## src/rtl/core/swma_pkg.sv

```systemverilog
`default_nettype none

package swma_pkg;

  localparam int unsigned NUM_BINS   = 256;
  localparam int unsigned BIN_W      = $clog2(NUM_BINS);
  localparam int unsigned WINDOW_MAX = 1024;
  localparam int unsigned RING_AW    = $clog2(WINDOW_MAX);
  localparam int unsigned CNT_W      = $clog2(WINDOW_MAX) + 1;
  localparam int unsigned LEN_W      = 11;
  localparam int unsigned TWICE_W    = BIN_W + 1;
  localparam int unsigned TOTAL_W    = 32;
  localparam int unsigned APB_DW     = 32;
  localparam int unsigned APB_AW     = 3;

  typedef logic [BIN_W-1:0]   bin_t;
  typedef logic [CNT_W-1:0]   cnt_t;
  typedef logic [LEN_W-1:0]   len_t;
  typedef logic [RING_AW-1:0] ring_addr_t;
  typedef logic [TWICE_W-1:0] twice_t;

  localparam len_t WL_RESET = LEN_W'(5);
  localparam len_t LEN_MAX  = LEN_W'(WINDOW_MAX);

  // Word index of the window length register on the APB port.
  localparam logic [APB_AW-3:0] REG_WINDOW_LENGTH = '0;

  typedef enum logic [2:0] {
    ST_IDLE,
    ST_SCAN,
    ST_DEC_RD,
    ST_DEC_WR,
    ST_INC_RD,
    ST_INC_WR,
    ST_OUT
  } state_e;

  // Access to the histogram memory.
  typedef struct packed {
    logic re;
    bin_t raddr;
    logic we;
    bin_t waddr;
    cnt_t wdata;
  } bin_port_t;

  // Request to the rank scanner: the two ranks to locate, counted from 1.
  typedef struct packed {
    logic start;
    cnt_t rank_lo;
    cnt_t rank_hi;
  } scan_req_t;

  // Answer of the rank scanner: the bins holding the two ranks.
  typedef struct packed {
    logic done;
    bin_t val_lo;
    bin_t val_hi;
  } scan_rsp_t;

endpackage

`default_nettype wire

```

## src/rtl/core/swma_bin_mem.sv

```systemverilog
`default_nettype none

// Histogram memory. A valid bit per bin makes an unwritten or cleared bin read as zero.
module swma_bin_mem (
  input  wire                  clk_i,
  input  wire                  rst_ni,
  input  wire                  clear_i,
  input  swma_pkg::bin_port_t  port_i,
  output swma_pkg::cnt_t       rdata_o
);

  swma_pkg::cnt_t                  mem_q [swma_pkg::NUM_BINS];
  logic [swma_pkg::NUM_BINS-1:0]   vld_q;
  swma_pkg::cnt_t                  rd_q;
  logic                            rd_vld_q;

  always_ff @(posedge clk_i) begin
    if (port_i.we) begin
      mem_q[port_i.waddr] <= port_i.wdata;
    end
    if (port_i.re) begin
      rd_q <= mem_q[port_i.raddr];
    end
  end

  always_ff @(posedge clk_i or negedge rst_ni) begin
    if (!rst_ni) begin
      vld_q    <= '0;
      rd_vld_q <= 1'b0;
    end else begin
      if (clear_i) begin
        vld_q <= '0;
      end else if (port_i.we) begin
        vld_q[port_i.waddr] <= 1'b1;
      end
      if (port_i.re) begin
        rd_vld_q <= vld_q[port_i.raddr];
      end
    end
  end

  assign rdata_o = rd_vld_q ? rd_q : '0;

endmodule

`default_nettype wire

```

## config.mk

```make
export PLATFORM = sky130hd
export DESIGN_NAME = swma_bin_mem
export DESIGN_NICKNAME = d
export VERILOG_FILES = /design/src/rtl/core/swma_pkg.sv /design/src/rtl/core/swma_bin_mem.sv
export SDC_FILE = /design/constraint.sdc
export NUM_CORES = 2
export LEC_CHECK = 0
export BUFFER_PORTS_ARGS = -buffer_cell sky130_fd_sc_hd__buf_4
export CORE_MARGIN = 1.5
export CORE_UTILIZATION = 68
export CTS_CLUSTER_SIZE = 28
export DETAILED_ROUTE_END_ITERATION = 8
export GPL_TIMING_DRIVEN = 0
export PLACE_DENSITY_LB_ADDON = 0.1
export SETUP_SLACK_MARGIN = 0.4
export SKIP_CTS_REPAIR_TIMING = 1
export SYNTH_ARGS = -nofsm -noshare
export SYNTH_HDL_FRONTEND = slang
export SYNTH_SLANG_ARGS = --single-unit
export TNS_END_PERCENT = 10
```

## constraint.sdc

```tcl
create_clock -name clk_i -period 6.9 [get_ports clk_i]
set_input_delay 1.38 -clock clk_i [delete_from_list [all_inputs] [get_ports clk_i]]
set_output_delay 1.38 -clock clk_i [all_outputs]
set_load 0.02 [all_outputs]
```

**Word-level counts from Yosys, hierarchy flattened**

Memories as Yosys holds them, arrays and structs flattened. A register that Yosys moved wholly into a read port is not among the register bits.
Cells that the tools add are included.

- $lt $le $gt $ge: 3
- Shift-type cells: 0
- Equal/unequal tests: 0
- Bitwise gates (word level): 1
- Mux-type cells: 9
- $mul: 0
- $add $sub $neg: 0
- Reductions and logical operators: 2
- Divide/modulo/power cells: 0

Operator list:

| operator | count |
|---|---|
| 256-bit two-way mux | 2 |
| 256-bit OR | 1 |
| 8-bit by 9-bit less-than comparator with 1-bit output, second input constant | 2 |
| 11-bit two-way mux | 1 |
| 1-bit binary-select mux with 8-bit select | 1 |
| 1-bit demux with 8-bit select | 1 |
| 8-bit by 1-bit greater-or-equal comparator with 1-bit output, second input constant | 1 |
| 1-bit two-way mux | 4 |
| 2-bit nonzero test | 1 |
| 1-bit logical AND | 1 |

- Latch bits: 0
- Output and inout bits: 11
- Memories: 1
- Bits in writable memories: 2816
- Register bits after elaboration: 257
- Word-level logic and storage cells: 18
- ROM bits: 0

Memory list:

| name | words | width | rd ports | clocked after memory_dff | write ports | RTL line | source |
|---|---|---|---|---|---|---|---|
| mem_q | 256 | 11 | 1 | 1 | 1 | swma_bin_mem.sv:12 | `swma_pkg::cnt_t mem_q [swma_pkg::NUM_BINS];` |

**Logic depth before layout (Yosys ltp)**

- Depth in word-level cells: 7
- Gate-level depth with buffers: 12
- Depth with buffers taken out: 7

**Worst setup path before layout**

No wires, ideal clock.

- Path kind: input port to flip-flop
- From: in port_i[20] (netlist bit)
- To: reg rd_q[0] (read register of mem_q), data pin
- Stages on the path: 10
- Path slack: 3.078 ns
- Required time: 6.638 ns
- Arrival time: 3.560 ns
- Setup time: 0.262 ns
- Cells stage by stage: buf_6 -> buf_6 -> buf_2 -> buf_2 -> mux4_2 -> a22oi_1 -> a21oi_1 -> nor4_1 -> o22ai_1 -> or2_2

RTL lines:

| what | RTL line | source |
|---|---|---|
| start, declared | swma_bin_mem.sv:8 | `input swma_pkg::bin_port_t port_i,` |
| end, declared | swma_bin_mem.sv:14 | `swma_pkg::cnt_t rd_q;` |

==> results.sh <==
export IMPL_placed_cell_area_sq_mm=0.122
export IMPL_dieWidth_microns=420
export IMPL_num_vias=65088
export IMPL_hold_path_class="input pin to async pin"
export IMPL_viasPerCell=7.48
export IMPL_endpoint_kind="flop"
export IMPL_ir_drop_mv=0.288
export IMPL_finalHoldViolations=0
export IMPL_maxSlewHeadroom_pct=-11.9
export IMPL_rsz0062_at_grt="false"
export IMPL_synth_ff_type="edfxtp_1"
export IMPL_first_pass_iters=9
export IMPL_required_ns=7.56
export IMPL_grt_pass1_vias=63382
export IMPL_ys_seq_elements=3084
export IMPL_p_leak_nw=42.2
export IMPL_initial_core_util_pct=68.6
export IMPL_switchingPower_mw=8.51
export IMPL_timing_final_crit_share_pct=97.4
export IMPL_p_int_mw=30.5
export IMPL_rows=152
export IMPL_antenna_found_initial=19
export IMPL_core_area_sq_mm=0.172
export IMPL_hpwlAfterDp_microns=231000
export IMPL_worst_path_max_fanout=10
export IMPL_synth_area_sq_mm=0.118
export IMPL_violations="design-rule violations, max-capacitance violations, max-slew violations"
export IMPL_synth_area_leaders="edfxtp_1 72%, mux4_2 14%, dfrtp_1 5.4%, nor2_1 2.3%, a22oi_1 2.3%"
export IMPL_synth_most_common_cell="edfxtp_1"
export IMPL_cts_buffer_depth=4
export IMPL_drive_gt1_share_pct=23.3
export IMPL_cts_root_buf="clkbuf_16"
export IMPL_fin_area_sq_mm=0.132
export IMPL_p_sw_share_pct=21.8
export IMPL_syn_avg_cell_area_sq_um=20.5
export IMPL_routedWlPerCell_microns=41.6
export IMPL_report_final_slew_viol_count=68
export IMPL_drc=191
export IMPL_pwr_share_seq_pct=52.5
export IMPL_synth_common_cells="2827 x edfxtp_1, 755 x mux4_2, 717 x nor2_1, 356 x a22oi_1, 257 x dfrtp_1"
export IMPL_grt_max_degree=154
export IMPL_hold_ws_ns=0.380
export IMPL_grt_overflow_total=0
export IMPL_setup_viol=0
export IMPL_clkTransAtPathRegs_ns=0.06
export IMPL_grt_total_usage_pct=42.0
export IMPL_num_io_pins=43
export IMPL_yosysWarnings=0
export IMPL_critical_path_class="input pin to flop"
export IMPL_comb_power_share_pct=5.3
export IMPL_postRouteAntennaNets=0
export IMPL_numCtsBuffers=314
export IMPL_synth_top_area_share_pct=71.9
export IMPL_grt_pass1_wl_microns=497000
export IMPL_pwr_share_clk_pct=42.2
export IMPL_cts_htree_levels=5
export IMPL_run_status="finished, violations left"
export IMPL_fill_cells=8986
export IMPL_ys_seq_area_share_pct=77.3
export IMPL_areaGrowthSynthToFinish_pct=11.9
export IMPL_insertion_delay_ns=0.97
export IMPL_dr_first_iter_drc_count=11553
export IMPL_die_h_microns=420
export IMPL_finalClockSkew_ns=0.0382
export IMPL_synth_nets=5782
export IMPL_cts_tree="done"
export IMPL_period_needed_ns=6.72
export IMPL_dieArea_sq_mm=0.176
export IMPL_clkSinkCount=3084
export IMPL_io_buffer_count=34
export IMPL_routabilityCongestion=1.03
export IMPL_synth_cell_type_count=41
export IMPL_synth_edff_count=2827
export IMPL_wl_microns=362000
export IMPL_place_ws_ns=-0.293
export IMPL_tightestPinTransition_ns=1.68
export IMPL_fmax_mhz=149
export IMPL_worstSetupStartpointType="input pin"
export IMPL_crit_arrival_ns=7.39
export IMPL_layout_setup_ws_ns=0.178
export IMPL_synth_cells=5750
export IMPL_synthArstFlopShare_pct=8.33
export IMPL_power_density_mw_per_mm2=295
export IMPL_maxCapViolCount=8
export IMPL_finalNetCount=6177
export IMPL_synth_top_area_cell="edfxtp_1"
export IMPL_worstRegToRegCells=6
==> placed cells by master, fill, tap and decap left out, types with 74 or more instances in the layout <==
cell type	instances
a21oi_1	179
a22oi_1	356
buf_2	87
clkbuf_1	294
clkbuf_16	325
dfrtp_1	257
edfxtp_1	2827
mux4_2	755
nor2_1	643
nor2_2	74
==> layer usage <==
metal / vias up / wire length (microns) / GRT usage, % / share of wire (%)
met2: 5739 / 160000 / 60.2 / 44
met4: 8 / 27400 / 26.1 / 7.6
li1: 24478 / - / - / -
met3: 1142 / 52100 / 14.6 / 14
met5: - / 98 / 0.445 / 0.027
met1: 33721 / 122000 / 56.3 / 34
==> area by class of cell <==
class	instances	area [sq um]	share of cell area, %
well taps	2310	2890	2.19
clock buffers	404	8500	6.43
plain buffers	354	1490	1.13
clock inverters	145	1220	0.921
flip-flops and latches	3084	91300	69.1
multi-input cells	2307	25500	19.3
inverters	5	18.8	0.0142
repair buffers	79	1140	0.865
diodes	18	45.0	0.0341
==> metrics by stage <==
step	TNS [ns]	std cells	power [mW]	util, %
after detailed placement	-0.827	8134	22.8	71.0
final	0	8706	39.0	76.8
after global routing	0	8690	39.7	76.7
after global placement	-1.96	8094	22.8	70.5
after floorplan	0	5750	21.8	-
after CTS	0	8683	38.9	76.7
==> sequential cells by signal, indices dropped and copies added (netlist names) <==
signal,flops
rd_vld_q,1
vld_q,256
rd_q,11
mem_q,2816
==> worst paths after layout <==
| path | endpoint | slack, ns | start |
|---|---|---|---|
| max | rd_q[5] | 0.18 | port_i[21] |
| min | vld_q[79] | 0.38 | rst_ni |
| max reg2reg | rd_q[5] | 3.12 | mem_q[94][5] |
| min reg2reg | vld_q[144] | 0.50 | vld_q[144] |
| max in group asynchronous | vld_q[237] | 5.46 | rst_ni |
| min in group clk_i | vld_q[144] | 0.50 | vld_q[144] |
==> power by group through the flow <==
stage          Combinational [mW]  Clock (mW)  Sequential, mW
2_1_floorplan               0.926           0            20.9
3_3_place_gp                 1.89           0            20.9
3_5_place_dp                 1.97           0            20.9
4_1_cts                      1.99        16.4            20.5
5_1_grt                      2.08        17.1            20.5
6_report                     2.07        16.5            20.5
==> critical path: stages <==
cell and delay, ns:
buf_4 0.22, buf_2 0.51, clkbuf_1 1.15, buf_1 1.15, mux4_2 0.47, a22oi_1 0.23
a21oi_1 0.24, nor4_1 0.94, o22ai_1 0.52, or2_2 0.50
==> logic make-up (layout without fill, tap and decap cells) <==
group	after synthesis	count (layout)	synth area share [%]
AO/OA/AOI/OAI	620	620	3.61
buffers and inverters	359	987	1.25
flip-flops	3084	3084	77.3
multiplexers	791	791	14.7
other	0	18	0
AND/OR/NAND/NOR	896	896	3.12
(Power assumes the default switching activity.)
