File: src/rtl/core/swma_pkg.sv
`default_nettype none

package swma_pkg;

  localparam int unsigned NUM_BINS   = 256;
  localparam int unsigned BIN_W      = $clog2(NUM_BINS);
  localparam int unsigned WINDOW_MAX = 1024;
  localparam int unsigned RING_AW    = $clog2(WINDOW_MAX);
  localparam int unsigned CNT_W      = $clog2(WINDOW_MAX) + 1;
  localparam int unsigned LEN_W      = 11;
  localparam int unsigned TWICE_W    = BIN_W + 1;
  localparam int unsigned TOTAL_W    = 32;
  localparam int unsigned APB_DW     = 32;
  localparam int unsigned APB_AW     = 3;

  typedef logic [BIN_W-1:0]   bin_t;
  typedef logic [CNT_W-1:0]   cnt_t;
  typedef logic [LEN_W-1:0]   len_t;
  typedef logic [RING_AW-1:0] ring_addr_t;
  typedef logic [TWICE_W-1:0] twice_t;

  localparam len_t WL_RESET = LEN_W'(5);
  localparam len_t LEN_MAX  = LEN_W'(WINDOW_MAX);

  // Word index of the window length register on the APB port.
  localparam logic [APB_AW-3:0] REG_WINDOW_LENGTH = '0;

  typedef enum logic [2:0] {
    ST_IDLE,
    ST_SCAN,
    ST_DEC_RD,
    ST_DEC_WR,
    ST_INC_RD,
    ST_INC_WR,
    ST_OUT
  } state_e;

  // Access to the histogram memory.
  typedef struct packed {
    logic re;
    bin_t raddr;
    logic we;
    bin_t waddr;
    cnt_t wdata;
  } bin_port_t;

  // Request to the rank scanner: the two ranks to locate, counted from 1.
  typedef struct packed {
    logic start;
    cnt_t rank_lo;
    cnt_t rank_hi;
  } scan_req_t;

  // Answer of the rank scanner: the bins holding the two ranks.
  typedef struct packed {
    logic done;
    bin_t val_lo;
    bin_t val_hi;
  } scan_rsp_t;

endpackage

`default_nettype wire

File: src/rtl/core/swma_rank_scan.sv
`default_nettype none

// Walks the histogram from bin zero, one read per cycle, and accumulates the
// counts until the upper rank is reached or the top bin has been seen.
module swma_rank_scan (
  input  wire                  clk_i,
  input  wire                  rst_ni,
  input  swma_pkg::scan_req_t  req_i,
  input  swma_pkg::cnt_t       rdata_i,
  output logic                 rd_en_o,
  output swma_pkg::bin_t       rd_addr_o,
  output swma_pkg::scan_rsp_t  rsp_o
);

  logic                       busy_q;
  logic [swma_pkg::BIN_W:0]   issue_q;
  logic                       pend_q;
  swma_pkg::bin_t             pend_bin_q;
  swma_pkg::cnt_t             cum_q;
  logic                       found_lo_q;
  swma_pkg::bin_t             val_lo_q;
  swma_pkg::bin_t             val_hi_q;
  swma_pkg::cnt_t             rank_lo_q;
  swma_pkg::cnt_t             rank_hi_q;
  logic                       done_q;

  swma_pkg::cnt_t             cum_sum;
  logic                       hit_lo;
  logic                       hit_hi;
  logic                       last_bin;
  logic                       finish;

  assign rd_en_o   = busy_q && !issue_q[swma_pkg::BIN_W];
  assign rd_addr_o = issue_q[swma_pkg::BIN_W-1:0];

  assign cum_sum  = cum_q + rdata_i;
  assign hit_lo   = pend_q && !found_lo_q && (cum_sum >= rank_lo_q);
  assign hit_hi   = pend_q && (cum_sum >= rank_hi_q);
  assign last_bin = pend_q && (pend_bin_q == '1);
  assign finish   = busy_q && (hit_hi || last_bin);

  always_ff @(posedge clk_i or negedge rst_ni) begin
    if (!rst_ni) begin
      busy_q     <= 1'b0;
      issue_q    <= '0;
      pend_q     <= 1'b0;
      pend_bin_q <= '0;
      cum_q      <= '0;
      found_lo_q <= 1'b0;
      val_lo_q   <= '0;
      val_hi_q   <= '0;
      rank_lo_q  <= '0;
      rank_hi_q  <= '0;
      done_q     <= 1'b0;
    end else begin
      done_q <= finish;
      if (req_i.start) begin
        busy_q     <= 1'b1;
        issue_q    <= '0;
        pend_q     <= 1'b0;
        cum_q      <= '0;
        found_lo_q <= 1'b0;
        val_lo_q   <= '0;
        val_hi_q   <= '0;
        rank_lo_q  <= req_i.rank_lo;
        rank_hi_q  <= req_i.rank_hi;
      end else if (busy_q) begin
        if (rd_en_o) begin
          issue_q <= issue_q + (swma_pkg::BIN_W + 1)'(1);
        end
        pend_q     <= rd_en_o && !finish;
        pend_bin_q <= rd_addr_o;
        if (pend_q) begin
          cum_q <= cum_sum;
        end
        if (hit_lo) begin
          val_lo_q   <= pend_bin_q;
          found_lo_q <= 1'b1;
        end
        if (hit_hi) begin
          val_hi_q <= pend_bin_q;
        end
        if (finish) begin
          busy_q <= 1'b0;
        end
      end
    end
  end

  assign rsp_o.done   = done_q;
  assign rsp_o.val_lo = val_lo_q;
  assign rsp_o.val_hi = val_hi_q;

endmodule

`default_nettype wire

File: config.mk
export PLATFORM = sky130hd
export DESIGN_NAME = swma_rank_scan
export DESIGN_NICKNAME = d
export VERILOG_FILES = /design/src/rtl/core/swma_pkg.sv /design/src/rtl/core/swma_rank_scan.sv
export SDC_FILE = /design/constraint.sdc
export NUM_CORES = 1
export LEC_CHECK = 0
export ABC_AREA = 0
export BUFFER_PORTS_ARGS = -buffer_cell sky130_fd_sc_hd__buf_4
export CORE_UTILIZATION = 25
export CTS_CLUSTER_SIZE = 28
export DETAILED_ROUTE_END_ITERATION = 12
export SYNTH_ARGS = -nofsm -noshare
export SYNTH_HDL_FRONTEND = slang
export SYNTH_SLANG_ARGS = --single-unit
File: constraint.sdc
create_clock -name clk_i -period 9.6 [get_ports clk_i]
set_input_delay 0.96 -clock clk_i [delete_from_list [all_inputs] [get_ports clk_i]]
set_output_delay 0.96 -clock clk_i [all_outputs]
set_load 0.05 [all_outputs]
Word level (Yosys, flattened, before mapping)
Cells that the tools add are included.

Memories: 0. RAM bits: 0. Output and inout port bits: 26. Bits in registers: 70. Bits in read-only memories: 0. Latch bits: 0. Input port bits: 36.

Bitwise logic cells: 1. Equal/unequal tests: 1. Multipliers: 0. Reductions and logical operators: 21. Div/mod/pow operators: 0. Add/sub/neg operators: 2. Multiplexer cells: 20. Shift operators: 0. Order comparisons: 2.

Operators by type and width (count): two-way mux 8 bit (6); two-way mux 11 bit (3); two-way mux 9 bit (3); >= comparator 11 bit (2); adder 11 bit (1); AND reduction 2 bit (5); nonzero test 2 bit (5); adder 9 x 1 -> 9 bit (second input constant) (1); equality test 8 bit (second input constant) (1); two-way mux 1 bit (8); logical AND 1 bit (7); zero test 1 bit (3); logical OR 1 bit (1); NOT 1 bit (1).

Longest topological paths before layout
Word-level depth: 9. Depth in mapped cells: 14.

Least setup slack after synthesis
Ideal clock, no wire load.

Path kind: input-to-reg. From: input port rdata_i[0]. To: register val_lo_q[0]. Stages on the path: 14. Path slack: 5642 ps. Arrival time: 3830 ps. Data required time: 9472 ps. Path buffers: 1. Setup time: 128 ps. Cells stage by stage: ha_1 > fa_1 > a21oi_1 > o211ai_2 > a2111oi_4 > nor2_1 > xor2_1 > xor2_1 > ha_1 > a21oi_1 > nor2_1 > o31a_1 > buf_2 > mux2i_1.

Longest elaborated chain between the ends: 5.

RTL lines: start: declaration (RTL line swma_rank_scan.sv:9) `input swma_pkg::cnt_t rdata_i,`; adder 11 bit (RTL line swma_rank_scan.sv:36) `assign cum_sum = cum_q + rdata_i;`; >= comparator 11 bit (RTL line swma_rank_scan.sv:37) `assign hit_lo = pend_q && !found_lo_q && (cum_sum >= rank_lo_q);`; logical AND 1 bit (RTL line swma_rank_scan.sv:37); nonzero test 2 bit (no line); AND reduction 2 bit (no line); end signal: assignment (RTL line swma_rank_scan.sv:77) `val_lo_q <= pend_bin_q;`; end: declaration (RTL line swma_rank_scan.sv:21) `swma_pkg::bin_t val_lo_q;`.

No other way between the ends. A chain may end at the register's enable or synchronous reset.

Final worst setup path
From: input port rdata_i[0]. To: register val_lo_q[3].

The elaborated chain is that of the path after synthesis.

==> results.cfg <==
[clock_network]
cts_setup_buffers = 0
cts.path.max_buffers = 2
clk_pin_slew_ns = 0.06
postCtsResizedCells = 0
root_buffer = clkbuf_16
cts_tree = yes
hold_buffers = 0
insertion_delay_ns = 0.34
clock-sinks = 70
htreeDepth = 3
cts_buffers = 9

[global_routing]
grt_pass1_wl_mm = 15.2
antenna_found_initial = 0
grt-ovfl-total = 0
grt_start_max_net_pins = 71
grt_pass1_vias = 2907
track_usage_pct = 12.3

[hold_path]
hold_class = register to register

[power]
vdd_drop_max_uv = 121
p_leak_nw = 2.34
powerDensity_nw_per_um2 = 270
p_total_mw = 1.27

[setup_path]
crit_slowest_cell = o31a_1
crit_path_max_fanout = 8
crit_path_end_kind = register
cp.buffers_inverters = 1
slowest_delay_ns = 0.51
cp_cell_sequence = buf_4, ha_1, fa_1, a21oi_1, o211ai_2, a2111oi_4, nor2_1, xor2_1, xor2_1, ha_1, nand3_1, a211oi_1, o31a_1, mux2i_1
worstPathRequired_ns = 9.85
start_kind = input pin
crit_arrival_ns = 4.41
critPathTopFamily = compound AO/OA/AOI/OAI gates
path_class = input pin to register

[logic_synthesis]
synth-edff-count = 0
synth_cells = 396
synth_largest_area_cell = dfrtp_1
synth.avg_cell_area_sq_um = 9.82
synth.ff_latch_count = 70
synthFlopType = dfrtp_1
yosys_warnings = 0
synth_area_sq_um = 3890
async_flop_share_pct = 100
syn_nets = 466
ys_types = 48
synthTopCellsByArea = dfrtp_1, ha_1, nand2_1, mux2i_1, o21ai_0
synth_top_area_share_pct = 45.0
seq_area_frac_synth_pct = 45.0

[cells_and_area]
post-route-util_pct = 31.1
syn_to_final_growth_pct = 21.5
fin_area_sq_um = 4720
finalNetCount = 512
layout-drive-gt1-share_pct = 20.8
n_fill_cell = 1572
n_antenna_cell = 0

[timing]
worstMarginPinSlew_ns = 0.910
fin_setup_tns_ns = 0
slew_viol_final = 0
setup_viol = 0
fmax_ghz = 0.241
hold_viol_final = 0
rsz0062_at_grt = no
fin_worst_skew_ns = 0.00733
period_share_pct = 43.3
setup_slack_ns = 5.45
relSlewSlack_pct = 39.3
min_period_ns = 4.15

[detailed_routing]
ant_nets = 0
wl_mm = 9.37
drc = 0
num_vias = 2949
via_per_inst = 4.64
first_iter_violations = 197
dr.pass1.iters = 4
wl_per_cell_microns = 14.7

[placement]
dp.final_hpwl_mm = 6.77
gp_congestion = 0.790
port_buffers = 61
place_area_sq_um = 4450
place_ws_ns = 5.12

[floorplan]
start_util_pct = 25.6
rows = 45
die_h_microns = 127
die_area_sq_um = 16100
core_area_sq_um = 15200
ios = 62
fp.dieW_microns = 127

[job]
drv_cap = 0

[status]
status = complete, no violations
## state kept, by name, indices dropped and copies added, names as in the netlist
signal / cells
cum_q: 11
val_hi_q: 8
busy_q: 1
pend_q: 1
rank_lo_q: 11
rank_hi_q: 11
pend_bin_q: 8
done_q: 1
found_lo_q: 1
issue_q: 9
val_lo_q: 8
## routing by layer
layer	vias to the layer above	track usage, %	wire [microns]
li1	1448	-	-
met1	1418	15.7	4330
met2	70	19.7	4400
met3	13	3.88	489
met4	0	4.13	146
met5	-	0	0
## stage by stage
stage	hold WS, ns	instances
global placement	0.483	619
floorplan	0.464	396
global route	0.530	635
finish	0.508	635
detailed placement	0.498	619
CTS	0.510	635
## synthesized netlist by cell type (3+ instances only)
| cell | count |
|---|---|
| clkbuf_1 | 11 |
| o21ai_0 | 27 |
| xor2_1 | 8 |
| nand3_1 | 6 |
| dfrtp_1 | 70 |
| inv_1 | 25 |
| nor2_1 | 17 |
| nand4_1 | 9 |
| buf_2 | 4 |
| nand2_1 | 63 |
| a21oi_1 | 23 |
| mux2_2 | 10 |
| ha_1 | 33 |
| buf_4 | 9 |
| a21o_1 | 12 |
| xnor2_1 | 7 |
| a31oi_1 | 3 |
| and3_1 | 3 |
| mux2i_1 | 18 |
## final cells by class
type | instances | area, sq um | area share [%]
clock inverter | 5 | 35.0 | 0.742
clock buffer | 11 | 243 | 5.14
inverter | 25 | 93.8 | 1.99
multi-input combinational | 275 | 1910 | 40.4
sequential | 70 | 1750 | 37.1
tap | 188 | 235 | 4.98
timing repair buffer | 61 | 458 | 9.69
## cells in the final DEF (no fill, tap or decap), drive strengths merged, types with 4 or more instances in the layout
| cell type | n |
|---|---|
| a21o | 12 |
| a21oi | 24 |
| and3 | 4 |
| buf | 61 |
| clkbuf | 11 |
| clkinv | 4 |
| dfrtp | 70 |
| ha | 33 |
| inv | 25 |
| mux2 | 10 |
| mux2i | 18 |
| nand2 | 64 |
| nand3 | 6 |
| nand4 | 9 |
| nor2 | 17 |
| o21ai | 27 |
| xnor2 | 7 |
| xor2 | 8 |
## report_power, final
| part | internal, mW | switching, mW | total [mW] |
|---|---|---|---|
| Clock | 0.182 | 0.128 | 0.310 |
| Sequential | 0.342 | 0.0336 | 0.376 |
| Combinational | 0.244 | 0.345 | 0.589 |
| Total | 0.768 | 0.507 | 1.27 |
## path summary, 6_finish.rpt
kind / startpoint / to / slack [ns] / cells after the start
worst max-delay path: rdata_i[0] / val_lo_q[3] / 5.45 / 14
worst min-delay path: issue_q[8] / issue_q[8] / 0.51 / 2
worst max register to register: cum_q[0] / val_lo_q[3] / 5.80 / 13
worst min register to register: issue_q[8] / issue_q[8] / 0.51 / 2
max in group asynchronous: rst_ni / val_hi_q[1] / 8.26 / 1
min in group asynchronous: rst_ni / rank_hi_q[4] / 0.75 / 1
## worst min-delay path, cell delays in order, from the launching register on
cell     delay, ns
dfrtp_1       0.34
nor2_1        0.05
nor2_1        0.08
## logic make-up (layout without fill, tap and decap cells)
family                   count (synthesis)  count (layout)  synth area share (%)
XOR/XNOR                                15              15                  3.38
AND/OR/NAND/NOR                        116             116                  13.6
flip-flops                              70              70                  45.0
multiplexers                            28              28                  7.53
adder cells (fa/ha/maj)                 34              34                  11.1
buffers and inverters                   51             102                  5.92
AO/OA/AOI/OAI                           82              82                  13.4
No activity file was read; power rests on OpenSTA's default activity.
